### config.mk
export PLATFORM = sky130hd
export DESIGN_NAME = clock_colour_and_segment_driver
export DESIGN_NICKNAME = d
export VERILOG_FILES = /design/src/ccsd_pkg.sv /design/src/ccsd_colour.sv /design/src/ccsd_digits.sv /design/src/clock_colour_and_segment_driver.sv
export SDC_FILE = /design/constraint.sdc
export NUM_CORES = 1
export LEC_CHECK = 0
export BUFFER_PORTS_ARGS = -buffer_cell sky130_fd_sc_hd__buf_2
export CAP_MARGIN = 20
export CORE_UTILIZATION = 65
export DETAILED_ROUTE_END_ITERATION = 7
export GPL_ROUTABILITY_DRIVEN = 0
export PLACE_DENSITY = 0.84
export SLEW_MARGIN = 5
export SYNTH_ARGS = -nofsm -noshare
export SYNTH_HDL_FRONTEND = slang
export SYNTH_SLANG_ARGS = --single-unit
### constraint.sdc
create_clock -name aclk -period 23.9 [get_ports aclk]
set_input_delay 0 -clock aclk [delete_from_list [all_inputs] [get_ports aclk]]
set_output_delay 0 -clock aclk [all_outputs]
set_load 0.05 [all_outputs]
### src/ccsd_pkg.sv
// shared types, constants and decode functions for the clock colour and segment driver
package ccsd_pkg;

    // field widths
    localparam int HOUR_W   = 5;
    localparam int MINUTE_W = 6;
    localparam int SECOND_W = 6;
    localparam int COLOUR_W = 8;
    localparam int SEG_W    = 7;

    // packed stream widths, padded to whole bytes
    localparam int S_DATA_W = 24;
    localparam int M_DATA_W = 56;

    // floor(k*x/300) for k*x < 2**17 as (k*x*HUE_RECIP) >> HUE_SHIFT
    localparam int HUE_RECIP = 223697;
    localparam int HUE_SHIFT = 26;

    // floor(t*255/29) for t <= 29 as (t*RAMP_MULT) >> RAMP_SHIFT
    localparam int RAMP_MULT  = 2305200;
    localparam int RAMP_SHIFT = 18;

    typedef logic [SEG_W-1:0]    seg_t;
    typedef logic [COLOUR_W-1:0] colour_t;

    typedef struct packed {
        colour_t blue;
        colour_t green;
        colour_t red;
    } rgb_t;

    typedef struct packed {
        seg_t minute_units;
        seg_t minute_tens;
        seg_t hour_units;
        seg_t hour_tens;
    } digits_t;

    typedef enum logic [2:0] {
        SECTOR_RED_YELLOW   = 3'd0,
        SECTOR_YELLOW_GREEN = 3'd1,
        SECTOR_GREEN_CYAN   = 3'd2,
        SECTOR_CYAN_BLUE    = 3'd3,
        SECTOR_BLUE_MAGENTA = 3'd4,
        SECTOR_MAGENTA_RED  = 3'd5
    } sector_t;

    // seven-segment pattern of one decimal digit, dark above nine
    function automatic seg_t seg_decode(input logic [3:0] digit);
        seg_t seg;
        case (digit)
            4'd0:    seg = 7'd119;
            4'd1:    seg = 7'd36;
            4'd2:    seg = 7'd93;
            4'd3:    seg = 7'd109;
            4'd4:    seg = 7'd46;
            4'd5:    seg = 7'd107;
            4'd6:    seg = 7'd123;
            4'd7:    seg = 7'd39;
            4'd8:    seg = 7'd127;
            4'd9:    seg = 7'd111;
            default: seg = '0;
        endcase
        return seg;
    endfunction

    // floor(k*x/300) by constant reciprocal, x <= 300
    function automatic colour_t hue_scale(input logic [8:0] x, input logic [7:0] k);
        logic [35:0] prod;
        prod = 36'(x) * (36'(k) * 36'(HUE_RECIP));
        return prod[HUE_SHIFT +: COLOUR_W];
    endfunction

    // floor(t*255/29) by constant reciprocal, t <= 29
    function automatic colour_t ramp_scale(input logic [4:0] t);
        logic [27:0] prod;
        prod = 28'(t) * 28'(RAMP_MULT);
        return prod[RAMP_SHIFT +: COLOUR_W];
    endfunction

endpackage

### src/ccsd_colour.sv
// lit segment colour from the time of day, hue wheel or festive ramp
module ccsd_colour (
    input  logic                            wheel_mode,
    input  logic [ccsd_pkg::MINUTE_W-1:0]   minute,
    input  logic [ccsd_pkg::SECOND_W-1:0]   second,
    output ccsd_pkg::rgb_t                  rgb
);

    logic [5:0]          sec_c;
    logic [4:0]          min_mod30;
    logic [10:0]         hue_pos;
    ccsd_pkg::sector_t   sector;
    logic [10:0]         pair_base;
    logic [9:0]          wheel_t;
    logic [8:0]          tri_dist;
    logic [8:0]          x;
    logic [8:0]          r_sum;
    ccsd_pkg::rgb_t      hue_rgb;
    ccsd_pkg::rgb_t      ramp_rgb;
    logic [5:0]          ramp_pos;

    // leap second clamp
    assign sec_c = (second > 6'd59) ? 6'd59 : second;

    // minute mod 30 over the full 6-bit range
    always_comb begin
        if (minute >= 6'd60) begin
            min_mod30 = 5'(minute - 6'd60);
        end else if (minute >= 6'd30) begin
            min_mod30 = 5'(minute - 6'd30);
        end else begin
            min_mod30 = 5'(minute);
        end
    end

    assign hue_pos = 11'(sec_c) + 11'(min_mod30) * 11'd60;

    // sector of the wheel and start of its 600-step pair
    always_comb begin
        if (hue_pos < 11'd300) begin
            sector = ccsd_pkg::SECTOR_RED_YELLOW;
        end else if (hue_pos < 11'd600) begin
            sector = ccsd_pkg::SECTOR_YELLOW_GREEN;
        end else if (hue_pos < 11'd900) begin
            sector = ccsd_pkg::SECTOR_GREEN_CYAN;
        end else if (hue_pos < 11'd1200) begin
            sector = ccsd_pkg::SECTOR_CYAN_BLUE;
        end else if (hue_pos < 11'd1500) begin
            sector = ccsd_pkg::SECTOR_BLUE_MAGENTA;
        end else begin
            sector = ccsd_pkg::SECTOR_MAGENTA_RED;
        end
    end

    always_comb begin
        if (hue_pos >= 11'd1200) begin
            pair_base = 11'd1200;
        end else if (hue_pos >= 11'd600) begin
            pair_base = 11'd600;
        end else begin
            pair_base = 11'd0;
        end
    end

    // triangle position x = 300 - |t - 300|
    assign wheel_t  = 10'(hue_pos - pair_base);
    assign tri_dist = (wheel_t >= 10'd300) ? 9'(wheel_t - 10'd300) : 9'(10'd300 - wheel_t);
    assign x        = 9'd300 - tri_dist;
    assign r_sum    = 9'd64 + 9'(ccsd_pkg::hue_scale(x, 8'd255));

    // hue wheel colour per sector
    always_comb begin
        case (sector)
            ccsd_pkg::SECTOR_RED_YELLOW: begin
                hue_rgb.red   = 8'd255;
                hue_rgb.green = ccsd_pkg::hue_scale(x, 8'd191);
                hue_rgb.blue  = 8'd0;
            end
            ccsd_pkg::SECTOR_YELLOW_GREEN: begin
                hue_rgb.red   = ccsd_pkg::hue_scale(x, 8'd255);
                hue_rgb.green = 8'd191;
                hue_rgb.blue  = 8'd0;
            end
            ccsd_pkg::SECTOR_GREEN_CYAN: begin
                hue_rgb.red   = ccsd_pkg::hue_scale(x, 8'd64);
                hue_rgb.green = 8'd191 + ccsd_pkg::hue_scale(x, 8'd64);
                hue_rgb.blue  = ccsd_pkg::hue_scale(x, 8'd255);
            end
            ccsd_pkg::SECTOR_CYAN_BLUE: begin
                hue_rgb.red   = 8'd64;
                hue_rgb.green = 8'd64 + ccsd_pkg::hue_scale(x, 8'd191);
                hue_rgb.blue  = 8'd255;
            end
            ccsd_pkg::SECTOR_BLUE_MAGENTA: begin
                hue_rgb.red   = r_sum[8] ? 8'd255 : r_sum[7:0];
                hue_rgb.green = 8'd64;
                hue_rgb.blue  = 8'd255;
            end
            default: begin
                hue_rgb.red   = 8'd255;
                hue_rgb.green = ccsd_pkg::hue_scale(x, 8'd64);
                hue_rgb.blue  = ccsd_pkg::hue_scale(x, 8'd255);
            end
        endcase
    end

    // festive red-green ramp, reversed on odd minutes
    assign ramp_pos = minute[0] ? (6'd59 - sec_c) : sec_c;

    always_comb begin
        ramp_rgb.blue = 8'd0;
        if (ramp_pos < 6'd30) begin
            ramp_rgb.red   = 8'd255;
            ramp_rgb.green = ccsd_pkg::ramp_scale(5'(ramp_pos));
        end else begin
            ramp_rgb.red   = ccsd_pkg::ramp_scale(5'(6'd59 - ramp_pos));
            ramp_rgb.green = 8'd255;
        end
    end

    assign rgb = wheel_mode ? hue_rgb : ramp_rgb;

endmodule

### src/ccsd_digits.sv
// splits hour and minute into decimal digits and decodes their segments
module ccsd_digits (
    input  logic [ccsd_pkg::HOUR_W-1:0]     hour,
    input  logic [ccsd_pkg::MINUTE_W-1:0]   minute,
    output ccsd_pkg::digits_t               digits
);

    // tens digit of a value below 64
    function automatic logic [2:0] tens_of(input logic [5:0] v);
        logic [2:0] t;
        if (v >= 6'd60) begin
            t = 3'd6;
        end else if (v >= 6'd50) begin
            t = 3'd5;
        end else if (v >= 6'd40) begin
            t = 3'd4;
        end else if (v >= 6'd30) begin
            t = 3'd3;
        end else if (v >= 6'd20) begin
            t = 3'd2;
        end else if (v >= 6'd10) begin
            t = 3'd1;
        end else begin
            t = 3'd0;
        end
        return t;
    endfunction

    logic [2:0] hour_tens;
    logic [2:0] minute_tens;
    logic [3:0] hour_units;
    logic [3:0] minute_units;

    // decimal split
    assign hour_tens    = tens_of(6'(hour));
    assign minute_tens  = tens_of(minute);
    assign hour_units   = 4'(6'(hour) - 6'(hour_tens) * 6'd10);
    assign minute_units = 4'(minute - 6'(minute_tens) * 6'd10);

    // segment decode
    assign digits.hour_tens    = ccsd_pkg::seg_decode(4'(hour_tens));
    assign digits.hour_units   = ccsd_pkg::seg_decode(hour_units);
    assign digits.minute_tens  = ccsd_pkg::seg_decode(4'(minute_tens));
    assign digits.minute_units = ccsd_pkg::seg_decode(minute_units);

endmodule

### src/clock_colour_and_segment_driver.sv
// top level: repeat filter, input register, colour and digit logic, result register
// Takes one time-of-day word per cycle while s_tready is high and gives one result,
// through the input register and then the result register, when the second differs from the last
// one seen; a repeated second is swallowed with no result. The path is an input register,
// a single pass of constant-multiply colour logic and digit decode, then the
// result register; the two registers form a pipeline, so a new word is taken while
// a result still waits on m_tready. Digits are decoded again only when the minute
// changes (flagged on m_tuser), otherwise the held patterns are repeated.
// The mode bit on cfg_wr_data selects hue wheel (1) or festive ramp (0); the user must
// write it only when idle, as the block itself does not enforce this.
module clock_colour_and_segment_driver (
    input  logic                              aclk,
    input  logic                              aresetn,
    // configuration
    input  logic                              cfg_wr_en,
    input  logic                              cfg_wr_data,
    // input words
    input  logic                              s_tvalid,
    output logic                              s_tready,
    input  logic [ccsd_pkg::S_DATA_W-1:0]     s_tdata,  // hour[4:0], minute[10:5], second[16:11]
    // result words
    output logic                              m_tvalid,
    input  logic                              m_tready,
    output logic [ccsd_pkg::M_DATA_W-1:0]     m_tdata,  // red[7:0], green[15:8], blue[23:16],
                                                        // seg_hour_tens[30:24],
                                                        // seg_hour_units[37:31],
                                                        // seg_minute_tens[44:38],
                                                        // seg_minute_units[51:45]
    output logic                              m_tuser   // digits_redrawn
);

    logic                               wheel_mode_reg;
    logic [6:0]                         prev_second_reg;
    logic [6:0]                         prev_minute_reg;

    logic [ccsd_pkg::HOUR_W-1:0]        in_hour;
    logic [ccsd_pkg::MINUTE_W-1:0]      in_minute;
    logic [ccsd_pkg::SECOND_W-1:0]      in_second;
    logic                               accept;
    logic                               new_second;
    logic                               new_minute;

    logic                               s1_valid_reg;
    logic                               s1_valid_next;
    logic [ccsd_pkg::HOUR_W-1:0]        s1_hour_reg;
    logic [ccsd_pkg::MINUTE_W-1:0]      s1_minute_reg;
    logic [ccsd_pkg::SECOND_W-1:0]      s1_second_reg;
    logic                               s1_redraw_reg;
    logic                               advance;

    ccsd_pkg::rgb_t                     rgb;
    ccsd_pkg::digits_t                  decoded;
    ccsd_pkg::digits_t                  held_digits_reg;
    ccsd_pkg::digits_t                  out_digits;

    logic                               m_valid_reg;
    logic                               m_valid_next;
    ccsd_pkg::rgb_t                     m_rgb_reg;
    ccsd_pkg::digits_t                  m_digits_reg;
    logic                               m_redrawn_reg;

    // unpack input word
    assign in_hour   = s_tdata[4:0];
    assign in_minute = s_tdata[10:5];
    assign in_second = s_tdata[16:11];

    // repeat filter against the last second and minute seen
    assign accept     = s_tvalid && s_tready;
    assign new_second = ({1'b0, in_second} != prev_second_reg);
    assign new_minute = ({1'b0, in_minute} != prev_minute_reg);

    // pipeline flow
    assign advance  = s1_valid_reg && (!m_valid_reg || m_tready);
    assign s_tready = !s1_valid_reg || advance;

    // configuration register
    always_ff @(posedge aclk) begin
        if (!aresetn) begin
            wheel_mode_reg <= 1'b0;
        end else if (cfg_wr_en) begin
            wheel_mode_reg <= cfg_wr_data;
        end
    end

    // last second and minute seen
    always_ff @(posedge aclk) begin
        if (!aresetn) begin
            prev_second_reg <= '1;
            prev_minute_reg <= '1;
        end else if (accept) begin
            prev_second_reg <= {1'b0, in_second};
            if (new_second && new_minute) begin
                prev_minute_reg <= {1'b0, in_minute};
            end
        end
    end

    // input register valid
    always_comb begin
        s1_valid_next = s1_valid_reg;
        if (accept && new_second) begin
            s1_valid_next = 1'b1;
        end else if (advance) begin
            s1_valid_next = 1'b0;
        end
    end

    always_ff @(posedge aclk) begin
        if (!aresetn) begin
            s1_valid_reg <= 1'b0;
        end else begin
            s1_valid_reg <= s1_valid_next;
        end
    end

    // input register payload
    always_ff @(posedge aclk) begin
        if (accept && new_second) begin
            s1_hour_reg   <= in_hour;
            s1_minute_reg <= in_minute;
            s1_second_reg <= in_second;
            s1_redraw_reg <= new_minute;
        end
    end

    ccsd_colour u_colour (
        .wheel_mode (wheel_mode_reg),
        .minute     (s1_minute_reg),
        .second     (s1_second_reg),
        .rgb        (rgb)
    );

    ccsd_digits u_digits (
        .hour   (s1_hour_reg),
        .minute (s1_minute_reg),
        .digits (decoded)
    );

    // fresh or held digit patterns
    assign out_digits = s1_redraw_reg ? decoded : held_digits_reg;

    always_ff @(posedge aclk) begin
        if (!aresetn) begin
            held_digits_reg <= '0;
        end else if (advance && s1_redraw_reg) begin
            held_digits_reg <= decoded;
        end
    end

    // result register valid
    always_comb begin
        m_valid_next = m_valid_reg;
        if (advance) begin
            m_valid_next = 1'b1;
        end else if (m_tready) begin
            m_valid_next = 1'b0;
        end
    end

    always_ff @(posedge aclk) begin
        if (!aresetn) begin
            m_valid_reg <= 1'b0;
        end else begin
            m_valid_reg <= m_valid_next;
        end
    end

    // result register payload
    always_ff @(posedge aclk) begin
        if (advance) begin
            m_rgb_reg     <= rgb;
            m_digits_reg  <= out_digits;
            m_redrawn_reg <= s1_redraw_reg;
        end
    end

    // pack result word
    assign m_tvalid = m_valid_reg;
    assign m_tuser  = m_redrawn_reg;
    assign m_tdata  = {4'b0000,
                       m_digits_reg.minute_units,
                       m_digits_reg.minute_tens,
                       m_digits_reg.hour_units,
                       m_digits_reg.hour_tens,
                       m_rgb_reg.blue,
                       m_rgb_reg.green,
                       m_rgb_reg.red};

endmodule
## Word level (Yosys, flattened, before mapping)

Memories as Yosys holds them, arrays and structs flattened.
Index checks and enable logic that the tools add are counted.
W data, S select, Z words.

| word-level totals | value |
|---|---|
| flip-flop bits (word level) | 116 |
| ROM bits | 336 |
| input port bits | 30 |
| output and inout bits | 59 |
| memories | 4 |

Memories:

| name | depth | width | rd ports | clocked after Yosys merged registers in | wr ports | line | text |
|---|---|---|---|---|---|---|---|
| (name not given) | 16 | 7 | 1 | 0 | 0 | ccsd_pkg.sv:51 | `case (digit)` |
| (name not given) | 16 | 7 | 1 | 0 | 0 | ccsd_pkg.sv:51 |  |
| (name not given) | 8 | 7 | 1 | 0 | 0 | ccsd_pkg.sv:51 |  |
| (name not given) | 8 | 7 | 1 | 0 | 0 | ccsd_pkg.sv:51 |  |

| cells by class | value |
|---|---|
| $add $sub $neg | 14 |
| multipliers | 8 |
| magnitude comparators | 22 |
| equality and inequality tests | 6 |
| mux-type cells | 33 |
| reductions and logical operators | 13 |

Operators with widths:

| kind | number |
|---|---|
| $pmux W24 S5 | 1 |
| $mul A9 B26 Y34 const B | 2 |
| $mul A5 B18 Y22 const B | 2 |
| $mux W3 | 14 |
| $mux W16 | 2 |
| $mux W28 | 1 |
| $mul A9 B18 Y27 const B | 1 |
| $lt A11 B10 Y1 const B | 2 |
| $lt A11 B11 Y1 const B | 2 |
| $mux W10 | 2 |
| $ge A5 B6 Y1 const B | 3 |
| $ge A6 B6 Y1 const B | 3 |
| $sub A9 B9 Y9 const A | 2 |
| $ne A6 B7 Y1 | 2 |
| $ge A6 B5 Y1 const B | 2 |
| $mux W6 | 2 |
| $add A6 B11 Y11 | 1 |
| $ge A11 B10 Y1 const B | 1 |
| $ge A11 B11 Y1 const B | 1 |
| $lt A11 B9 Y1 const B | 1 |
| $ge A10 B9 Y1 const B | 1 |
| $ge A5 B5 Y1 const B | 2 |
| $mux W5 | 2 |
| $sub A10 B10 Y10 | 1 |
| 26 further kinds | 43 |

## Logic depth before layout (Yosys ltp)

Gate-level depths: netlist (run 1).

| logic depth | value |
|---|---|
| depth after elaboration | 17 |
| depth in mapped cells | 65 |

## Cells and area by module

From an unflattened synthesis (run 1), not the netlist that was laid out.

| second synthesis, totals | value |
|---|---|
| cell total of the unflattened synthesis | 1832 |
| area, all modules | 17038.8 µm² |

Modules (own cells, without submodules):

| module | times used | cells each | area an instance (µm²) |
|---|---|---|---|
| ccsd_colour | 1 | 1386 | 11728.7 |
| clock_colour_and_segment_driver | 1 | 316 | 4356.7 |
| ccsd_digits | 1 | 130 | 953.4 |

## Worst setup path before layout (run 1)

OpenSTA, ideal clock, no wires.

| timing path | value |
|---|---|
| path kind | reg-to-reg |
| start | reg s1_minute_reg[0] (netlist bit) |
| end | reg m_rgb_reg (netlist bit m_tdata[15]) (data pin) |
| setup time | 0.170 ns |
| arrival | 13.965 ns |
| required time | 23.730 ns |
| setup slack | 9.765 ns |
| stages on the path, launching flop included | 58 |
| path buffers | 4 |
| clock period less this slack | 14.135 ns |
| cell sequence | edfxtp_1 -> clkbuf_1 -> inv_2 -> a32o_1 -> a21o_1 -> nand2_1 -> xnor2_1 -> a21oi_1 -> inv_1 -> fa_1 -> fa_1 -> inv_1 -> ha_1 -> or2_1 -> and3_4 -> o311ai_4 -> nand4_1 -> xor2_2 -> (+22 left out) -> fa_1 -> inv_1 -> fa_1 -> ha_1 -> a21oi_1 -> o21ai_0 -> a2111oi_0 -> o21ai_0 -> a21oi_1 -> inv_1 -> o2111a_1 -> o31a_1 -> or2_2 -> o21ai_0 -> nor3_1 -> nor4_1 -> nand2_1 -> a311oi_2 |

RTL lines:

| item | line | text |
|---|---|---|
| start, declared | clock_colour_and_segment_driver.sv:46 | `logic [ccsd_pkg::MINUTE_W-1:0] s1_minute_reg;` |
| start signal, assigned | clock_colour_and_segment_driver.sv:120 | `s1_minute_reg <= in_minute;` |
| end signal, assigned | clock_colour_and_segment_driver.sv:171 | `m_rgb_reg <= rgb;` |
| end, declared | clock_colour_and_segment_driver.sv:58 | `ccsd_pkg::rgb_t m_rgb_reg;` |

==> key figures, run 1 <==
Run status
  • Status: completed

Logic synthesis
  • Top FF cell, synth: edfxtp_1
  • Post-synth top area share: 20.3%
  • Largest cells by area after synthesis: fa_1 (20%), ha_1 (18%), edfxtp_1 (12%)
  • Asr flop ratio synth: 0%
  • Synth Cell Area: roughly 17000 um^2
  • Syn Area/Cell: 9.04 um^2
  • FF+latch count, synth: ~110
  • Sequential cell area fraction in the yosys report: 17.7%
  • Yosys synthesis warning count: 0
  • Cell variety after synth: 94
  • Post-synth EDFFs: 70
  • Leading area contributor after synthesis: fa_1
  • Cell count after synthesis: approximately 1900

Routing
  • Wirelength, routed: 44600 um
  • Met2 WL: 22200 um
  • Via count: 14100
  • Drt drc: 0
  • Via density: 6.13
  • Final ANT Viol Nets: 0
  • Met1 Wirelength: 16900 um
  • Top Metal Used: met4
  • Met3 wire length: 3390 um
  • Initial DRT Pass Iterations: 6
  • 1st-iter DRT viols: between 1000 and 1500
  • Avg WL per Cell: 19.4 um

Setup path
  • Reg2reg end: m_tdata[15]
  • R2R cell count: 54
  • Nature of the critical path endpoint: register
  • Worst path max stage delay: between 0.9 and 1 ns
  • Reg2reg start: s1_minute_reg[0]
  • Data required time of the worst path: 24.12 ns
  • CP max-delay cell: nor2_1
  • Top delay family on crit path: simple AND/OR/NAND/NOR gates
  • Max FO, Critical Path: 15
  • WS Path Type: reg2reg
  • Worst Path Buf+Inv: 8
  • CP Data Arrival Time: between 15 and 20 ns
  • Flop2flop setup slack: 7.12 ns
  • CP Launch Type: register

Clock tree
  • Clock Tree Buf Depth: 2
  • CTS buffer count: 17
  • CTS hold repair buffers: 21
  • H-tree depth: 4
  • Root buffer cell: clkbuf_16
  • Setup bufs post-CTS: 0
  • Clock Sinks: 114
  • Post-CTS Resized: 0
  • Clock latency at the later pin of the worst-skew pair: roughly 0.43 ns
  • CTS tree: done
  • Clk slew on worst S/H paths: roughly 0.060 ns

Die
  • FP Rows: 58
  • Die Span Y: around 160 um
  • Core Area: between 20000 and 30000 um^2
  • Ports: 89
  • Initial Util: 66.6%
  • Die X: 163 um
  • Die area: 26600 um^2

Timing
  • RSZ-0062 raised after global routing: false
  • Clock period minus worst slack: 16.78 ns
  • Total Negative Setup Slacks: 0 ns
  • Slew Limit Fails: 0
  • Slew margin rel.: 17.4%
  • Fmax: 0.0596 GHz
  • Worst clock skew: between 0.015 and 0.02 ns
  • Worst-margin pin slew: 1.23 ns
  • Fin. Hold Viols: 0
  • Fin crit share: a little over two thirds
  • Setup violations, final: 0

Worst hold path
  • HP Class: in2reg
  • HP Start: aresetn
  • Worst hold endpoint: prev_minute_reg[5]
  • Hold path depth: 2

Finish
  • Nets: 2401
  • Multi-input gate area: 12400 um^2
  • Commonest non-fill, non-tap cells in the layout: inv_1 (345), ha_1 (249), fa_1 (171)
  • Register area: 2980 um^2
  • Layout area overhead: 8.91%
  • Share of layout cells above drive strength 1: under 10%
  • Largest register FFs: slightly above 50
  • # fillers: between 1500 and 2000
  • Commonest non-fill, non-tap cell in the layout: inv_1

Global route
  • First-pass GRT wire length: 72300 um
  • Largest net degree at the start of global routing: 45
  • Antenna violations before repair: 1
  • Vias in the first global route: 14600
  • Total global routing overflow: 0
  • Total track usage: 34.9%

Place
  • Port Buffers: 77
  • HPWL Detailed: 34400 um

Job
  • MaxCap Viol Count: 0
## cell families after synthesis
group / Yosys count / share of synthesized area, %
other: 1 / 0.0222
adders and majority gates: 420 / 38.8
buffers and inverters: 391 / 8.88
DFF: 114 / 17.7
AOI/OAI and AO/OA: 375 / 15.5
and+or+nand+nor: 448 / 12.7
xor gates and xnor gates: 88 / 4.71
muxes: 28 / 1.76
## Yosys cell counts (21+ instances only)
master / instances
inv_1: 345
dfxtp_1: 44
clkbuf_1: 37
a21o_1: 26
a21oi_1: 96
nor3_1: 21
nand3_1: 48
xnor2_1: 60
fa_1: 171
nand2_1: 149
edfxtp_1: 70
xor2_1: 25
ha_1: 249
o21a_1: 22
nor2_1: 110
o21ai_0: 64
nor2b_1: 24
## final cells by class
cell class                 instances  share of cell area [%]
antenna                            1                  0.0136
clock buffer                      17                    2.32
clock inverter                    15                   0.879
inverter                         346                    7.07
multi-input combinational       1363                    67.5
sequential                       114                    16.2
tap                              330                    2.25
timing repair buffer             109                    3.69
## per-stage QoR
stage	cell area, um^2	utilization, %	setup slack [ns]	hold WS (ns)	std cells
after global placement	17600	69.3	7.98	0.181	2241
after CTS	18400	72.5	7.53	0.105	2294
after floorplan	16900	-	9.77	0.0989	1868
final	18400	72.5	7.12	0.123	2295
after global routing	18400	72.5	6.08	0.161	2294
after detailed placement	17600	69.3	7.60	0.178	2241
## worst max path at each step
| stage | from | to | slack, ns | cells after the start |
|---|---|---|---|---|
| 6_report | s1_minute_reg[0] | m_tdata[15] | 7.12 | 54 |
| 5_1_grt | s1_minute_reg[0] | m_tdata[15] | 6.08 | 57 |
| 4_1_cts | s1_minute_reg[0] | m_tdata[15] | 7.53 | 54 |
| 3_5_place_dp | s1_minute_reg[0] | m_tdata[15] | 7.60 | 54 |
| 3_3_place_gp | s1_minute_reg[0] | m_tdata[15] | 7.98 | 53 |
| 2_1_floorplan | s1_minute_reg[0] | m_tdata[15] | 9.77 | 57 |
## routing by layer
layer | GRT usage [%] | vias up
li1 | - | 6482
met1 | 41.5 | 6703
met2 | 61.4 | 691
met3 | 5.82 | 183
met4 | 16.5 | 0
met5 | 0 | -
## worst reg2reg max path: cells and delay by family (launching register included)
kind	cells	cell delay (ns)
mux	1	0.38
buf+inv	8	1.18
simple gates	14	4.61
fa+ha+maj	10	4.54
flops	1	0.75
compound gates	19	4.54
xor+xnor	2	0.55
Power of run 1 is not shown: default switching activity piles up to over one toggle a cycle in this logic, so the estimate is an artifact.
==> run 2, diff against run 1 <==
--- a/config.mk
+++ b/config.mk
@@ -5,12 +5,13 @@
 export SDC_FILE = /design/constraint.sdc
 export NUM_CORES = 1
 export LEC_CHECK = 0
+export ABC_AREA = 1
 export BUFFER_PORTS_ARGS = -buffer_cell sky130_fd_sc_hd__buf_2
 export CAP_MARGIN = 20
-export CORE_UTILIZATION = 65
+export CORE_UTILIZATION = 58
 export DETAILED_ROUTE_END_ITERATION = 7
 export GPL_ROUTABILITY_DRIVEN = 0
-export PLACE_DENSITY = 0.84
+export PLACE_DENSITY = 0.79
 export SLEW_MARGIN = 5
 export SYNTH_ARGS = -nofsm -noshare
 export SYNTH_HDL_FRONTEND = slang
==> constraint.sdc (replaced) <==
create_clock -name aclk -period 14.2 [get_ports aclk]
set_input_delay 0 -clock aclk [delete_from_list [all_inputs] [get_ports aclk]]
set_output_delay 0 -clock aclk [all_outputs]
set_load 0.05 [all_outputs]
==> run 2 against run 1 <==
  * Utilization fell by 7.4 points
  * Via count rose by 7.5%
  * Sequential share of layout area fell by 0.37 points
  * Final cell count rose by 16%
  * Synthesized area rose by 1.6%
  * Sequential cell count did not move
  * Worst setup slack got worse by 6.4 ns
  * Clock skew fell by 0.0032 ns
  * Wire length rose by 0.49%
  * Count of clock-buffer cells in the layout did not move
  * First-iteration DRC count rose by 9.1%
  * Largest cell class unchanged
==> key figures, run 2 <==
Finish
  • Share of layout cells above drive strength 1: a little under a tenth
  • Commonest non-fill, non-tap cell in the layout: inv_1
  • Register area: just under 3000 um^2
  • Multi-input gate area: 12100 um^2
  • # fillers: 2332
  • Largest register FFs: 51
  • Fin cells: 2657
  • Commonest non-fill, non-tap cells in the layout: inv_1 (488), nand2_1 (332), ha_1 (249)
  • Ant diodes: 0
  • Layout area overhead: 9.72%
  • Nets: roughly 2700

Setup path
  • Worst path max stage delay: slightly below 0.6 ns
  • CP Data Arrival Time: 13.68 ns
  • CP max-delay cell: fa_1
  • WS Path Type: reg2reg
  • Reg2reg start: s1_minute_reg[3]
  • CP most frequent cell: nand2_1
  • CP Launch Type: register
  • Nature of the critical path endpoint: register
  • Max FO, Critical Path: 11
  • Critical path launch point: s1_minute_reg[3]
  • Data required time of the worst path: about 14 ns

Die
  • Die area: 30200 um^2
  • Initial Util: 59.3%
  • FP Rows: slightly above 60
  • Die Span Y: 174 um
  • Die X: 174 um
  • Core Area: between 20000 and 30000 um^2
  • Ports: 89

Routing
  • Avg WL per Cell: 16.9 um
  • Via density: 5.69
  • Initial DRT Pass Iterations: 6
  • Via count: between 15000 and 20000
  • Top Metal Used: met4
  • Drt drc: 0
  • 1st-iter DRT viols: around 1400
  • Met1 Wirelength: ~19000 um
  • Final ANT Viol Nets: 0
  • Met3 wire length: 4140 um
  • Wirelength, routed: between 40000 and 50000 um
  • Met2 WL: 20700 um

Run status
  • Status: completed

Timing
  • Slew margin rel.: 28.5%
  • Worst clock skew: 0.0122 ns
  • Clock period minus worst slack: approximately 14 ns
  • Worst-margin pin slew: 1.07 ns
  • Slew Limit Fails: 0
  • Setup violations, final: 0
  • Fmax: 0.0741 GHz
  • Fin crit share: 95.1%
  • Fin. Hold Viols: 0

Clock tree
  • Clk slew on worst S/H paths: 0.07 ns
  • CTS buffer count: 17
  • CTS tree: done
  • Clock Sinks: roughly 110
  • Clock Tree Buf Depth: 2
  • Root buffer cell: clkbuf_16
  • Clock latency at the later pin of the worst-skew pair: 0.43 ns
  • H-tree depth: 4

Logic synthesis
  • Post-synth top area share: 20.0%
  • Most numerous cell in the Yosys netlist: inv_1
  • FF+latch count, synth: around 110
  • Post-synth EDFFs: 70
  • Top FF cell, synth: edfxtp_1
  • Syn Area/Cell: 7.94 um^2
  • Asr flop ratio synth: 0%
  • Cell variety after synth: just over 60
  • Largest cells by area after synthesis: fa_1 (20%), ha_1 (18%), edfxtp_1 (12%)
  • Most frequent cells after synthesis: inv_1 (490), nand2_1 (332), ha_1 (249)
  • Cell count after synthesis: between 2000 and 2500
  • Synth Cell Area: roughly 17000 um^2
  • Sequential cell area fraction in the yosys report: 17.4%
  • Yosys synthesis warning count: 0
  • Leading area contributor after synthesis: fa_1

Global route
  • First-pass GRT wire length: 74400 um
  • Antenna violations before repair: 0
  • Total global routing overflow: 0
  • Vias in the first global route: 15200
  • Largest net degree at the start of global routing: 53
  • Total track usage: a little under a third

Place
  • HPWL Detailed: around 36000 um
  • Placed cell count: 2602
  • Port Buffers: a little under 80

Job
  • MaxCap Viol Count: 0

Worst hold path
  • HP Start: s_tvalid
  • HP Class: in2reg
## run 2: changes by cell type after synthesis, moves of 15 or more
cell,delta
a21o_1,-24
a21oi_1,+63
clkbuf_1,-16
inv_1,+145
mux2i_1,-15
nand2_1,+183
nand2_2,+30
nand3_1,+27
nand4_1,+18
nor2b_1,-24
o21a_1,-20
o21ai_0,+80
xnor2_1,-47
xor2_1,+21
## run 2: repair_timing
| item | in CTS | in global routing |
|---|---|---|
| hold buffers | 21 | 0 |
| resized for setup | 0 | 11 |
| buffers inserted | 0 | 2 |
| setup endpoints to repair | 0 | 18 |
| hold endpoints to repair | 35 | 0 |
## run 2: metrics by stage
step / cell area (um^2) / setup TNS, ns / utilization [%] / worst slack [ns] / hold WS [ns]
finish: 18800 / 0 / 65.1 / 0.699 / 0.0237
global route: 18800 / -0.282 / 65.1 / -0.0883 / 0.0544
CTS: 18700 / 0 / 64.9 / 0.418 / 0.00675
detailed placement: 17900 / 0 / 62.2 / 0.515 / 0.178
global placement: 17900 / 0 / 62.2 / 0.898 / 0.177
floorplan: 17100 / 0 / - / 2.22 / 0.0989
## run 2: final timing paths
kind                             end  slack [ns]  depth (start not counted)
setup / recovery         m_tdata[15]        0.70                         65
hold / removal    prev_second_reg[1]        0.02                          4
setup reg to reg         m_tdata[15]        0.70                         65
hold reg to reg   held_digits_reg[2]        0.47                          2
## run 2: kinds of logic (layout without fill, tap and decap cells)
kind of cell,after synthesis,in the layout,synth area share [%]
AOI/OAI and AO/OA,387,387,12.6
xor gates and xnor gates,65,65,3.59
buffers and inverters,538,652,12.0
adders and majority gates,420,420,38.2
and+or+nand+nor,631,631,16.2
other,1,4,0.0219
DFF,114,114,17.4
## run 2: worst max-delay path: cells and delay by family, from the launching register on
| kind | cells | cell delay, ns |
|---|---|---|
| fa+ha+maj | 11 | 4.87 |
| simple gates | 28 | 3.07 |
| compound gates | 14 | 2.78 |
| buf+inv | 10 | 1.45 |
| xor+xnor | 2 | 0.63 |
| flops | 1 | 0.42 |
## run 2: cell type report
| cell class | instances | share of cell area [%] |
|---|---|---|
| clock inverters | 15 | 0.826 |
| well taps | 384 | 2.56 |
| multi-input cells | 1507 | 64.6 |
| repair buffers | 112 | 3.73 |
| inverters | 508 | 10.2 |
| flip-flops and latches | 114 | 15.9 |
| clock buffers | 17 | 2.26 |
## run 2: layer usage
metal,vias up,track usage [%]
met4,0,8.19
met2,675,50.6
met5,-,0
li1,7125,-
met1,7196,40.8
met3,114,6.73
Power of run 2 is left out for the same reason.
